==> config.mk <==
export PLATFORM = sky130hd
export DESIGN_NAME = fletcher8_packet_framer
export DESIGN_NICKNAME = d
export VERILOG_FILES = /design/src/rtl/f8pf_pkg.sv /design/src/rtl/f8pf_frame_core.sv /design/src/rtl/f8pf_burst_ser.sv /design/src/rtl/fletcher8_packet_framer.sv
export SDC_FILE = /design/constraint.sdc
export NUM_CORES = 1
export LEC_CHECK = 0
export BUFFER_PORTS_ARGS = -buffer_cell sky130_fd_sc_hd__buf_2
export CORE_MARGIN = 2
export CORE_UTILIZATION = 55
export CTS_BUF_LIST = sky130_fd_sc_hd__clkbuf_8 sky130_fd_sc_hd__clkbuf_16
export CTS_CLUSTER_DIAMETER = 200
export DETAILED_ROUTE_END_ITERATION = 8
export PLACE_DENSITY = 0.74
export SLEW_MARGIN = 10
export SYNTH_ARGS = -nofsm -noshare
export SYNTH_HDL_FRONTEND = slang
export SYNTH_SLANG_ARGS = --single-unit
==> constraint.sdc <==
create_clock -name clk -period 5.78 [get_ports clk]
set_clock_uncertainty 0.15 [all_clocks]
set_input_delay 0.289 -clock clk [delete_from_list [all_inputs] [get_ports clk]]
set_output_delay 0.289 -clock clk [all_outputs]
set_load 0.02 [all_outputs]
==> src/rtl/f8pf_pkg.sv <==
// ----------------------------------------------------------------------------
// Fletcher-8 packet framer package
// Shared constants and types for the framer datapath and its output stage.
// ----------------------------------------------------------------------------
package f8pf_pkg;

  localparam int unsigned MAX_RESULTS = 6;
  localparam int unsigned CNT_W       = $clog2(MAX_RESULTS + 1);
  localparam int unsigned POS_W       = $clog2(MAX_RESULTS);

  typedef logic [7:0]       byte_t;
  typedef logic [CNT_W-1:0] cnt_t;
  typedef logic [POS_W-1:0] pos_t;

  localparam byte_t SYNC_FIRST_RESET  = 8'hAA;
  localparam byte_t SYNC_SECOND_RESET = 8'h55;

  typedef enum logic [0:0] {
    REG_SYNC_FIRST  = 1'b0,
    REG_SYNC_SECOND = 1'b1
  } reg_index_t;

  typedef struct packed {
    logic [MAX_RESULTS-1:0][7:0] bytes;
    cnt_t                        count;
    logic                        trailer;
  } burst_t;

endpackage

==> src/rtl/f8pf_frame_core.sv <==
// ----------------------------------------------------------------------------
// Fletcher-8 framer core
// Holds the frame state and builds the burst of framed bytes for one item.
// ----------------------------------------------------------------------------
module f8pf_frame_core (
  input  logic             clk,
  input  logic             rst,
  input  logic             accept,
  input  f8pf_pkg::byte_t  data_byte,
  input  f8pf_pkg::byte_t  payload_length,
  input  f8pf_pkg::byte_t  sync_first,
  input  f8pf_pkg::byte_t  sync_second,
  output f8pf_pkg::burst_t burst
);
  import f8pf_pkg::*;

  byte_t bytes_remaining;
  byte_t sum_a;
  byte_t sum_b;
  byte_t bytes_remaining_next;
  byte_t sum_a_next;
  byte_t sum_b_next;
  cnt_t  n;

  always_comb begin
    burst       = '0;
    n           = '0;
    sum_a_next  = sum_a;
    sum_b_next  = sum_b;
    bytes_remaining_next = bytes_remaining;
    if (bytes_remaining == 8'd0) begin
      burst.bytes[0] = sync_first;
      burst.bytes[1] = sync_second;
      burst.bytes[2] = payload_length;
      if (payload_length != 8'd0) begin
        burst.bytes[3]       = data_byte;
        sum_a_next           = payload_length + data_byte;
        sum_b_next           = payload_length + sum_a_next;
        bytes_remaining_next = payload_length - 8'd1;
        n                    = cnt_t'(4);
      end else begin
        sum_a_next           = payload_length;
        sum_b_next           = payload_length;
        bytes_remaining_next = 8'd0;
        n                    = cnt_t'(3);
      end
    end else begin
      burst.bytes[0]       = data_byte;
      sum_a_next           = sum_a + data_byte;
      sum_b_next           = sum_b + sum_a_next;
      bytes_remaining_next = bytes_remaining - 8'd1;
      n                    = cnt_t'(1);
    end
    if (bytes_remaining_next == 8'd0) begin
      burst.bytes[pos_t'(n)]          = sum_a_next;
      burst.bytes[pos_t'(n + cnt_t'(1))] = sum_b_next;
      n             = n + cnt_t'(2);
      burst.trailer = 1'b1;
    end
    burst.count = n;
  end

  always_ff @(posedge clk) begin
    if (rst) begin
      bytes_remaining <= '0;
      sum_a           <= '0;
      sum_b           <= '0;
    end else if (accept) begin
      bytes_remaining <= bytes_remaining_next;
      sum_a           <= sum_a_next;
      sum_b           <= sum_b_next;
    end
  end

  a_count_range: assert property (@(posedge clk) disable iff (rst)
    (burst.count != cnt_t'(0)) && (burst.count <= cnt_t'(MAX_RESULTS)))
    else $error("Burst length out of range.");

  a_trailer_at_end: assert property (@(posedge clk) disable iff (rst)
    burst.trailer == (bytes_remaining_next == 8'd0))
    else $error("Checksum trailer does not match the end of the frame.");

  a_frame_idle_reset: assert property (@(posedge clk) disable iff (rst)
    (accept && burst.trailer) |=> (bytes_remaining == 8'd0))
    else $error("Frame state not idle after the trailer.");

endmodule

==> src/rtl/f8pf_burst_ser.sv <==
// ----------------------------------------------------------------------------
// Fletcher-8 framer burst serializer
// Holds one burst of framed bytes and sends it out one byte per cycle while out_stall is low.
// ----------------------------------------------------------------------------
module f8pf_burst_ser (
  input  logic             clk,
  input  logic             rst,
  input  logic             load_valid,
  output logic             load_ready,
  input  f8pf_pkg::burst_t burst_in,
  output logic             out_valid,
  input  logic             out_stall,
  output f8pf_pkg::byte_t  out_byte,
  output logic             run_last,
  output logic             frame_end
);
  import f8pf_pkg::*;

  burst_t buf_burst;
  logic   buf_valid;
  pos_t   buf_pos;
  logic   out_free;
  logic   move;
  logic   last_move;
  logic   load;

  assign out_free   = !out_valid || !out_stall;
  assign move       = buf_valid && out_free;
  assign last_move  = move && (cnt_t'(buf_pos) == buf_burst.count - cnt_t'(1));
  assign load_ready = !buf_valid || last_move;
  assign load       = load_valid && load_ready;

  always_ff @(posedge clk) begin
    if (rst) begin
      buf_valid <= 1'b0;
      buf_pos   <= '0;
      out_valid <= 1'b0;
    end else begin
      if (out_free) begin
        out_valid <= move;
      end
      if (load) begin
        buf_valid <= 1'b1;
        buf_pos   <= '0;
      end else if (last_move) begin
        buf_valid <= 1'b0;
      end else if (move) begin
        buf_pos <= buf_pos + pos_t'(1);
      end
    end
    if (move) begin
      out_byte  <= buf_burst.bytes[buf_pos];
      run_last  <= last_move;
      frame_end <= last_move && buf_burst.trailer;
    end
    if (load) begin
      buf_burst <= burst_in;
    end
  end

  a_pos_in_burst: assert property (@(posedge clk) disable iff (rst)
    buf_valid |-> (cnt_t'(buf_pos) < buf_burst.count))
    else $error("Serializer position beyond burst length.");

  a_load_starts: assert property (@(posedge clk) disable iff (rst)
    load |=> (buf_valid && (buf_pos == pos_t'(0))))
    else $error("Loaded burst does not start at its first byte.");

  a_end_is_last: assert property (@(posedge clk) disable iff (rst)
    (out_valid && frame_end) |-> run_last)
    else $error("Frame end not on the last byte of a transfer.");

  a_no_overwrite: assert property (@(posedge clk) disable iff (rst)
    (buf_valid && !last_move) |-> !load)
    else $error("Burst overwritten before it was sent.");

endmodule

==> src/rtl/fletcher8_packet_framer.sv <==
// ----------------------------------------------------------------------------
// Fletcher-8 packet framer
// Turns payload bytes into frames of sync, sync, length, payload, A and B.
//
//   channel   direction  handshake            payload
//   input     in         in_valid/in_stall    data_byte, payload_length
//   output    out        out_valid/out_stall  out_byte, run_last, frame_end
//   config    in         cfg_write            cfg_index, cfg_data
//
// A mid-frame payload byte yields one output byte and one transfer per cycle while out_stall is low.
// A frame's first or last item yields three to six bytes, and the input is
// stalled until the serializer holding that burst sends its last byte.
// The output byte register sits after the burst buffer, so a new item is
// taken while a finished byte still waits on out_stall.
// Reset clears the frame state and restores the sync bytes to 0xAA and 0x55.
// ----------------------------------------------------------------------------
module fletcher8_packet_framer (
  input  logic            clk,
  input  logic            rst,
  input  logic            in_valid,
  output logic            in_stall,
  input  f8pf_pkg::byte_t data_byte,
  input  f8pf_pkg::byte_t payload_length,
  output logic            out_valid,
  input  logic            out_stall,
  output f8pf_pkg::byte_t out_byte,
  output logic            run_last,
  output logic            frame_end,
  input  logic            cfg_write,
  input  logic [0:0]      cfg_index,
  input  f8pf_pkg::byte_t cfg_data
);
  import f8pf_pkg::*;

  byte_t  sync_first;
  byte_t  sync_second;
  burst_t burst;
  logic   load_ready;
  logic   accept;

  assign in_stall = !load_ready;
  assign accept   = in_valid && load_ready;

  always_ff @(posedge clk) begin
    if (rst) begin
      sync_first  <= SYNC_FIRST_RESET;
      sync_second <= SYNC_SECOND_RESET;
    end else if (cfg_write) begin
      case (reg_index_t'(cfg_index))
        REG_SYNC_FIRST:  sync_first  <= cfg_data;
        REG_SYNC_SECOND: sync_second <= cfg_data;
        default: ;
      endcase
    end
  end

  f8pf_frame_core u_core (
    .clk            (clk),
    .rst            (rst),
    .accept         (accept),
    .data_byte      (data_byte),
    .payload_length (payload_length),
    .sync_first     (sync_first),
    .sync_second    (sync_second),
    .burst          (burst)
  );

  f8pf_burst_ser u_ser (
    .clk        (clk),
    .rst        (rst),
    .load_valid (in_valid),
    .load_ready (load_ready),
    .burst_in   (burst),
    .out_valid  (out_valid),
    .out_stall  (out_stall),
    .out_byte   (out_byte),
    .run_last   (run_last),
    .frame_end  (frame_end)
  );

endmodule

==> metrics.cfg, run 1 <==
[synth]
synth_top_cell_area_share=0.308
postSynthCellCount=619
ys_async_sr_fraction=0
synth_edf_count=62
syn-num-nets=688
synthTopCellsByCount=nand2_1, edfxtp_1, dfxtp_1
yosys_warnings=0
yosys_most_used_dff=edfxtp_1
synth_seq_cells=107
synth_area_leaders=edfxtp_1, dfxtp_1, ha_1, nand2_1, a21oi_1
synth_area_um2=6040
yosysSeqAreaShare=0.457
synth_area_leader_cell=edfxtp_1
ys_types=56
synthMostInstantiatedCell=nand2_1
syn_avg_cell_area_um2=9.76

[sta]
slew_violations=0
tightestPinTransition_ns=0.805
finalSetupViolCount=0
relSlewSlack=0.464
rsz0062_at_grt=false
fin_crit_ns=3.64
fmax_ghz=0.275
post-route-period-util=0.630
fin_setup_tns_ns=0
final_hold_viol_count=0

[power_and_ir_drop]
swShare=0.371
pwr-share-clk=0.198
p_switching_uw=842
finalPower_uw=2270
p_seq_frac=0.429
combPwrFrac=0.373
p_per_area_nw_per_um2=347
leakagePower_uw=0.00269
p_int_uw=1430
ir_worst_vdd_mv=0.183

[layout]
fin_nets=716
post-route-util=0.607
syn2layout_area_growth_pct=8.43
drive_above_1_share=0.118
stdcell_count=792
n_antenna_cell=0
final_area_um2=6550

[die]
fp.dieW_um=109
initial_core_util=0.560
core_um2=10800
ioPinCount=42
dieArea_um2=11800
rows=38
die_y_um=109

[setup_path]
crit_path_start_kind=flop
r2r-start=u_core.bytes_remaining[0]$_SDFFE_PP0P_
rr_worst_depth=10
worstPathCellList=inv_1 -> ha_1 -> nor3b_2 -> nand2_2 -> inv_2 -> a31oi_1 -> nand4_1 -> or3_1 -> inv_1 -> and3_1
path_common_cell=inv_1
slowest_delay_ns=0.65
crit_fanout=46
end_kind=flop
cp_slowest_cell=or3_1
reg2reg_to=u_ser.buf_burst[39]$_SDFFCE_PN0P_
rrSetupSlack_ns=2.14
worstSetupStartpoint=u_core.bytes_remaining[0]$_SDFFE_PP0P_
arrival_ns=3.64
crit_required_ns=5.78
endpoint=u_ser.buf_burst[39]$_SDFFCE_PN0P_
criticalPathCategory=reg -> reg

[clocking]
cts_buffers=9
ctsResizeCount=0
cts_tree=built
htreeDepth=3
postCtsSetupRepairBufs=0
cts.clk_slew.worst_paths_ns=0.10
clock_latency_ns=0.38
cts_hold_buffers=5
cts_buffer_depth=2
cts_root_buf=clkbuf_8
cts_sinks=107

[global_routing]
grt_max_degree=47
grt_pass1_wl_um=23700
gr-total-overflow=0
grt_pass1_vias=4565
antenna_found_initial=0
grt_usage=0.267

[worst_hold_path]
min_path_cells=3
hold_path.class=in -> reg

[detailed_routing]
first_iter_violations=499
dr.pass1.iters=8
drc=0
vias_per_cell=6.08
vias=4814
routed_wl_um=14600
wl_per_cell_um=18.5
ant_nets=0

[placement]
dpl.cell_count=771
place_congestion=0.903
dp_hpwl_um=10800
dpl_cell_area_um2=6310
io_buffer_count=41

[outcome]
status=completed

[run]
cap_violations=0

## routing by layer
layer / global-route usage / wire length (µm) / share of wire
met5: 0 / 0 / 0
met4: 0.106 / 493 / 0.034
met3: 0.0514 / 1110 / 0.076
met2: 0.425 / 6750 / 0.46
met1: 0.362 / 6290 / 0.43
## power by group through the flow
stage               Sequential [µW]  Clock (µW)  Combinational, µW
finish                          974         449                848
global route                    984         485                935
CTS                             974         452                837
detailed placement              991           0                831
global placement                985           0                807
floorplan                       984           0                624
## critical path: cells and delay by family, from the launching register on
kind,cells,cell delay [ns]
DFF,1,0.36
AOI/OAI and AO/OA,1,0.24
and+or+nand+nor,5,1.47
adders and majority gates,1,0.29
buffers and inverters,3,0.86
## through the flow
stage	setup WS, ns	hold WS (ns)
6_report	2.14	0.0168
5_1_grt	1.88	0.0143
4_1_cts	2.18	0.00636
3_5_place_dp	2.11	0.302
3_3_place_gp	2.24	0.296
2_1_floorplan	1.68	0.260
## flip-flops by register name, summed over array words and instances (netlist names)
register and flops:
u_ser.buf_valid 1, u_ser.buf_burst 52, u_core.sum_a 8, u_ser.out_byte 8
u_core.sum_b 8, sync_second 8, u_ser.out_valid 1, u_ser.buf_pos 3
u_ser.frame_end 1, sync_first 8, u_core.bytes_remaining 8, u_ser.run_last 1
## layout by cell type (no fill, tap or decap), types with 7 or more instances in the layout
master	instances
a211oi_1	7
a21o_1	8
a21oi_1	40
and3_1	7
buf_2	41
clkbuf_8	10
dfxtp_1	45
edfxtp_1	62
ha_1	35
inv_1	28
mux2i_1	12
mux4_2	8
nand2_1	97
nand3_1	22
nor2_1	44
nor3_1	9
o21ai_0	32
o22ai_1	11
xnor2_1	20
xor2_1	16
## worst min-delay path by stage
| stage | start | to | slack (ns) |
|---|---|---|---|
| 6_report | out_stall | u_ser.out_valid$_SDFFE_PP0N_ | 0.02 |
| 5_1_grt | cfg_data[4] | sync_first[4]$_SDFFE_PP0P_ | 0.01 |
| 4_1_cts | cfg_data[4] | sync_first[4]$_SDFFE_PP0P_ | 0.006 |
| 3_5_place_dp | sync_first[0]$_SDFFE_PP0P_ | sync_first[0]$_SDFFE_PP0P_ | 0.30 |
| 3_3_place_gp | sync_second[1]$_SDFFE_PP0P_ | sync_second[1]$_SDFFE_PP0P_ | 0.30 |
| 2_1_floorplan | in_valid | u_ser.buf_valid$_SDFFE_PP0P_ | 0.26 |
## cell families after synthesis
logic type / Yosys count / synth area share
flip-flops: 107 / 0.457
adder cells (fa/ha/maj): 39 / 0.0858
XOR/XNOR: 37 / 0.0559
AND/OR/NAND/NOR: 212 / 0.164
buffers and inverters: 63 / 0.0423
AO/OA/AOI/OAI: 141 / 0.145
multiplexers: 20 / 0.0497
## final cells by class
| cell class | instances | area, µm² |
|---|---|---|
| clock buffers | 11 | 163 |
| clock inverters | 5 | 25.0 |
| fillers | 896 | 4240 |
| inverters | 29 | 109 |
| multi-input cells | 449 | 3020 |
| flip-flops and latches | 107 | 2760 |
| well taps | 140 | 175 |
| repair buffers | 51 | 293 |
(Power assumes the default switching activity.)
==> run 2, diff against run 1 <==
Clock period 5.78 ns to 3.8 ns, I/O delays scaled along.
==> run 2 against run 1 <==
Flip-flop and latch count is the same. First-iteration DRC count shrank 19%. Wire length grew 1.7%. Sequential share of layout area shrank 0.99 points. Non-clock buffer count grew 16. Hold slack gained 0.013 ns. Combinational power grew 54%. Clock power grew 55%. Largest cell class unchanged. Largest power group unchanged. Highest routed layer unchanged.
==> metrics.cfg, run 2 (synthesis gave the netlist of run 1 again) <==
[clocking]
cts_tree=built  ; unchanged
cts.clk_slew.worst_paths_ns=0.10  ; about the same
cts_buffers=9  ; unchanged
htreeDepth=3  ; unchanged
cts_buffer_depth=2  ; unchanged
postCtsSetupRepairBufs=0  ; unchanged
cts_sinks=107  ; unchanged
cts_root_buf=clkbuf_8  ; unchanged
clock_latency_ns=0.39  ; was 0.38 ns

[layout]
largest_reg_flops=52  ; unchanged
fin_nets=732  ; was 716
final-seq-area_um2=2760  ; unchanged
drive_above_1_share=0.132  ; was 0.118
top_register=u_ser.buf_burst  ; unchanged
multi_input_area_um2=3020  ; unchanged
final_common_cell=nand2_1  ; unchanged
syn2layout_area_growth_pct=11.0  ; was 8.43%
n_antenna_cell=0  ; unchanged
fill_cells=876  ; was 896
stdcell_count=808  ; was 792
mostFrequentLayoutCells=nand2_1, edfxtp_1, dfxtp_1  ; unchanged

[detailed_routing]
dr_wl_met2_um=7250  ; was 6750 µm
wl_met3_um=1010  ; was 1110 µm
drc=0  ; unchanged
first_iter_violations=404  ; was 499
vias_per_cell=6.03  ; was 6.08
routed_wl_um=14900  ; was 14600 µm
dr.pass1.iters=6  ; was 8
vias=4873  ; was 4814
ant_nets=0  ; unchanged
topRoutingLayerUsed=met4  ; unchanged
wl_met1_um=6290  ; about the same
wl_per_cell_um=18.4  ; was 18.5 µm

[die]
dieArea_um2=11800  ; unchanged
initial_core_util=0.560  ; unchanged
core_um2=10800  ; unchanged
ioPinCount=42  ; unchanged
rows=38  ; unchanged
die_y_um=109  ; unchanged
fp.dieW_um=109  ; unchanged

[outcome]
status=completed  ; unchanged

[setup_path]
crit_buf_inv=0  ; was 3
end_kind=flop  ; unchanged
crit_fanout=4  ; was 46
worstPathCellList=ha_1 -> fa_1 -> a21o_1 -> a21oi_1 -> xnor2_1 -> ha_1 -> o211a_1 -> o21ai_0 -> a32oi_1 -> xor2_1 -> xnor2_1 -> nand2_1 -> o21ai_0  ; was inv_1 -> ha_1 -> nor3b_2 -> nand2_2 -> inv_2 -> a31oi_1 -> nand4_1 -> or3_1 -> inv_1 -> and3_1
slowest_delay_ns=0.42  ; was 0.65 ns
path_delay_family=compound AO/OA/AOI/OAI gates  ; was simple AND/OR/NAND/NOR gates
cp_slowest_cell=fa_1  ; was or3_1
criticalPathCategory=reg -> reg  ; unchanged
arrival_ns=3.36  ; was 3.64 ns
crit_path_start_kind=flop  ; unchanged
crit_required_ns=3.88  ; was 5.78 ns

[sta]
slew_violations=0  ; unchanged
fmax_ghz=0.305  ; was 0.275 GHz
tightestPinTransition_ns=0.765  ; was 0.805 ns
final_hold_viol_count=0  ; unchanged
hold_ws_ns=0.0301  ; was 0.0168 ns
fin_setup_tns_ns=0  ; unchanged
finalWorstSetupSlack_ns=0.516  ; was 2.14 ns
post-route-period-util=0.864  ; was 0.630
rsz0062_at_grt=false  ; unchanged
finalSetupViolCount=0  ; unchanged
relSlewSlack=0.490  ; was 0.464
fin_crit_ns=3.28  ; was 3.64 ns

[placement]
pre_cts_slack_ns=0.578  ; was 2.11 ns
io_buffer_count=41  ; unchanged
dp_hpwl_um=10900  ; was 10800 µm
place_congestion=0.943  ; was 0.903
dpl.cell_count=780  ; was 771

[global_routing]
grt_pass1_wl_um=24000  ; was 23700 µm
antenna_found_initial=0  ; unchanged
grt_max_degree=57  ; was 47
gr-total-overflow=0  ; unchanged
grt_pass1_vias=4732  ; was 4565
grt_usage=0.270  ; was 0.267

[run]
cap_violations=0  ; unchanged

[worst_hold_path]
hold_path.class=in -> reg  ; unchanged

[power_and_ir_drop]
leakagePower_uw=0.00277  ; was 0.00269 µW
ir_worst_vdd_mv=0.228  ; was 0.183 mV
p_per_area_nw_per_um2=519  ; was 347 nW/µm²

[run 2: changes by cell type in the layout (fill, tap and decap cells not counted)]
cell           change
dlygate4sd3_1      +7
clkinvlp_4         +1
buf_12             +1
buf_4              +8
clkinv_2           -1
inv_4              +2
clkinv_1           -2
[run 2: worst paths after layout]
path / from / end / slack [ns] / cells after the start
max: u_core.sum_a[0]$_SDFFE_PP0P_ / u_ser.buf_burst[27]$_DFFE_PP_ / 0.52 / 13
min: data_byte[5] / u_ser.buf_burst[9]$_DFFE_PP_ / 0.03 / 3
min reg2reg: u_core.sum_b[0]$_SDFFE_PP0P_ / u_core.sum_b[0]$_SDFFE_PP0P_ / 0.32 / 2
max reg2reg: u_core.sum_a[0]$_SDFFE_PP0P_ / u_ser.buf_burst[27]$_DFFE_PP_ / 0.52 / 13
[run 2: layout make-up]
type,instances,share of cell area
Clock inverter,5,0.00485
Clock buffer,11,0.0242
Timing Repair Buffer,67,0.0660
Multi-Input combinational cell,449,0.451
Sequential cell,107,0.412
Inverter,29,0.0162
Tap cell,140,0.0261
[run 2: timing repair]
item / 4_1_cts / 5_1_grt
hold endpoints to repair: 18 / 0
resized for setup: 0 / 0
hold buffers: 12 / 0
[run 2: worst min-delay path: stages]
cell     delay (ns)
buf_2          0.14
nand2_1        0.06
nand2_1        0.06
[run 2: power breakdown]
group          switching (µW)  leakage, µW  internal, µW
registers                74.5     0.000978          1400
logic                     803      0.00169           507
clock network             398     0.000103           297
[run 2: per-stage QoR]
step	instance area, µm²	total power [µW]	util
after floorplan	6040	2440	-
after global placement	6390	2760	0.592
after detailed placement	6390	2790	0.592
after CTS	6710	3480	0.621
after global routing	6710	3710	0.621
final	6710	3480	0.621
[run 2: routing by layer]
metal | track usage | vias to the layer above
li1 | - | 2302
met1 | 0.360 | 2348
met2 | 0.446 | 194
met3 | 0.0412 | 29
met4 | 0.104 | 0
met5 | 0 | -
==> run 3, diff against run 2 <==
Settings changed: CORE_ASPECT_RATIO from default to 0.75.
==> run 3 against run 2 <==
Design area rose by 1.1%. Global-route usage rose by 0.34 points. Die area barely moved. Non-clock buffer count fell by 5. Utilization rose by 0.56 points. Critical path type unchanged. Critical endpoint unchanged. Highest routed layer unchanged.
==> metrics.cfg, run 3 (synthesis gave the netlist of run 1 again) <==
[outcome]
status=completed  ; unchanged

[power_and_ir_drop]
leakagePower_uw=0.00280  ; was 0.00277 µW
ir_worst_vdd_mv=0.288  ; was 0.228 mV
finalPower_uw=3810  ; was 3480 µW
p_per_area_nw_per_um2=561  ; was 519 nW/µm²

[sta]
rsz0062_at_grt=false  ; unchanged
fin_crit_ns=3.42  ; was 3.28 ns
fin_setup_tns_ns=0  ; unchanged
final_hold_viol_count=0  ; unchanged
slew_violations=0  ; unchanged
relSlewSlack=0.476  ; was 0.490
fmax_ghz=0.292  ; was 0.305 GHz
post-route-period-util=0.900  ; was 0.864
finalWorstSetupSlack_ns=0.379  ; was 0.516 ns
tightestPinTransition_ns=0.786  ; was 0.765 ns
finalSetupViolCount=0  ; unchanged

[global_routing]
grt_pass1_vias=4559  ; was 4732
antenna_found_initial=0  ; unchanged
grt_max_degree=54  ; was 57
grt_pass1_wl_um=24800  ; was 24000 µm
grt_usage=0.274  ; was 0.270
gr-total-overflow=0  ; unchanged

[die]
core_um2=10800  ; about the same
dieArea_um2=11800  ; about the same
die_y_um=94.8  ; was 109 µm
ioPinCount=42  ; unchanged
initial_core_util=0.558  ; was 0.560
rows=33  ; was 38
fp.dieW_um=125  ; was 109 µm

[setup_path]
crit_required_ns=3.85  ; was 3.88 ns
crit_path_start_kind=flop  ; unchanged
criticalPathCategory=reg -> reg  ; unchanged
path_delay_family=compound AO/OA/AOI/OAI gates  ; unchanged
end_kind=flop  ; unchanged
crit_buf_inv=0  ; unchanged
worstPathCellList=ha_1 -> fa_1 -> a21o_1 -> a21oi_1 -> o21bai_1 -> a21oi_1 -> xnor2_1 -> ha_1 -> o21ai_0 -> a32oi_1 -> xor2_1 -> xnor2_1 -> nand2_1 -> o21ai_0  ; was ha_1 -> fa_1 -> a21o_1 -> a21oi_1 -> xnor2_1 -> ha_1 -> o211a_1 -> o21ai_0 -> a32oi_1 -> xor2_1 -> xnor2_1 -> nand2_1 -> o21ai_0
slowest_delay_ns=0.43  ; was 0.42 ns
cp_slowest_cell=fa_1  ; unchanged
arrival_ns=3.47  ; was 3.36 ns
crit_fanout=2  ; was 4

[layout]
multi_input_area_um2=3020  ; unchanged
syn2layout_area_growth_pct=12.3  ; was 11.0%
fill_cells=904  ; was 876
post-route-util=0.627  ; was 0.621
final_common_cell=nand2_1  ; unchanged
largest_reg_flops=52  ; unchanged
mostFrequentLayoutCells=nand2_1, edfxtp_1, dfxtp_1  ; unchanged
final-seq-area_um2=2760  ; unchanged
fin_nets=727  ; was 732
top_register=u_ser.buf_burst  ; unchanged
stdcell_count=803  ; was 808
drive_above_1_share=0.128  ; was 0.132
n_antenna_cell=0  ; unchanged

[detailed_routing]
vias_per_cell=6.07  ; was 6.03
first_iter_violations=516  ; was 404
routed_wl_um=15700  ; was 14900 µm
ant_nets=0  ; unchanged
vias=4877  ; was 4873
wl_per_cell_um=19.5  ; was 18.4 µm
dr.pass1.iters=5  ; was 6
drc=0  ; unchanged

[clocking]
ctsResizeCount=0  ; unchanged
htreeDepth=3  ; unchanged
cts_buffers=9  ; unchanged
cts_tree=built  ; unchanged
cts_sinks=107  ; unchanged
postCtsSetupRepairBufs=0  ; unchanged
clock_latency_ns=0.35  ; was 0.39 ns
cts.clk_slew.worst_paths_ns=0.07  ; was 0.10 ns
cts_root_buf=clkbuf_16  ; was clkbuf_8
cts_buffer_depth=2  ; unchanged

[placement]
place_congestion=0.926  ; was 0.943
dp_hpwl_um=11400  ; was 10900 µm
pre_cts_slack_ns=0.444  ; was 0.578 ns
io_buffer_count=41  ; unchanged
dpl.cell_count=777  ; was 780

[run]
cap_violations=0  ; unchanged

[worst_hold_path]
hold_path.class=in -> reg  ; unchanged

-- run 3: per-stage QoR --
step	hold slack (ns)	instance area (µm²)
final	0.0601	6780
after global routing	0.0798	6780
after CTS	0.0447	6780
after detailed placement	0.283	6370
after global placement	0.265	6370
after floorplan	0.161	6040
-- run 3: worst paths after layout --
check	from	end	slack [ns]	cells after the start
setup / recovery	u_core.sum_a[0]$_SDFFE_PP0P_	u_ser.buf_burst[27]$_DFFE_PP_	0.38	14
hold reg to reg	sync_first[4]$_SDFFE_PP0P_	sync_first[4]$_SDFFE_PP0P_	0.32	2
setup reg to reg	u_core.sum_a[0]$_SDFFE_PP0P_	u_ser.buf_burst[27]$_DFFE_PP_	0.38	14
hold / removal	cfg_index	sync_second[5]$_SDFFE_PP0P_	0.06	3
-- run 3: layout make-up --
cell class | instances | area share
multi-input cells | 449 | 0.446
clock buffers | 9 | 0.0332
repair buffers | 62 | 0.0590
flip-flops and latches | 107 | 0.407
well taps | 140 | 0.0258
inverters | 29 | 0.0160
clock inverters | 7 | 0.0131
-- run 3: worst register-to-register path, stage by stage (launching register included) --
cell	delay, ns
dfxtp_1	0.32
ha_1	0.20
fa_1	0.43
a21o_1	0.19
a21oi_1	0.22
o21bai_1	0.18
a21oi_1	0.21
xnor2_1	0.12
ha_1	0.32
o21ai_0	0.09
a32oi_1	0.22
xor2_1	0.23
xnor2_1	0.15
nand2_1	0.10
o21ai_0	0.16
-- run 3: per-layer routing --
layer / up-vias / wire length [µm] / GRT usage
met5: - / 0 / 0
met3: 10 / 1430 / 0.0725
met1: 2344 / 7310 / 0.399
li1: 2303 / - / -
met2: 220 / 6740 / 0.409
met4: 0 / 194 / 0.0648
-- run 3: where the power goes --
part	internal, µW	switching [µW]	total, µW
sequential	1400	75.7	1480
clock	525	452	977
combinational	492	857	1350
total	2420	1380	3810
-- run 3: repair_timing --
action,CTS,global route
endpoints found under the hold margin,18,0
setup endpoints to repair,0,0
hold buffers,10,0
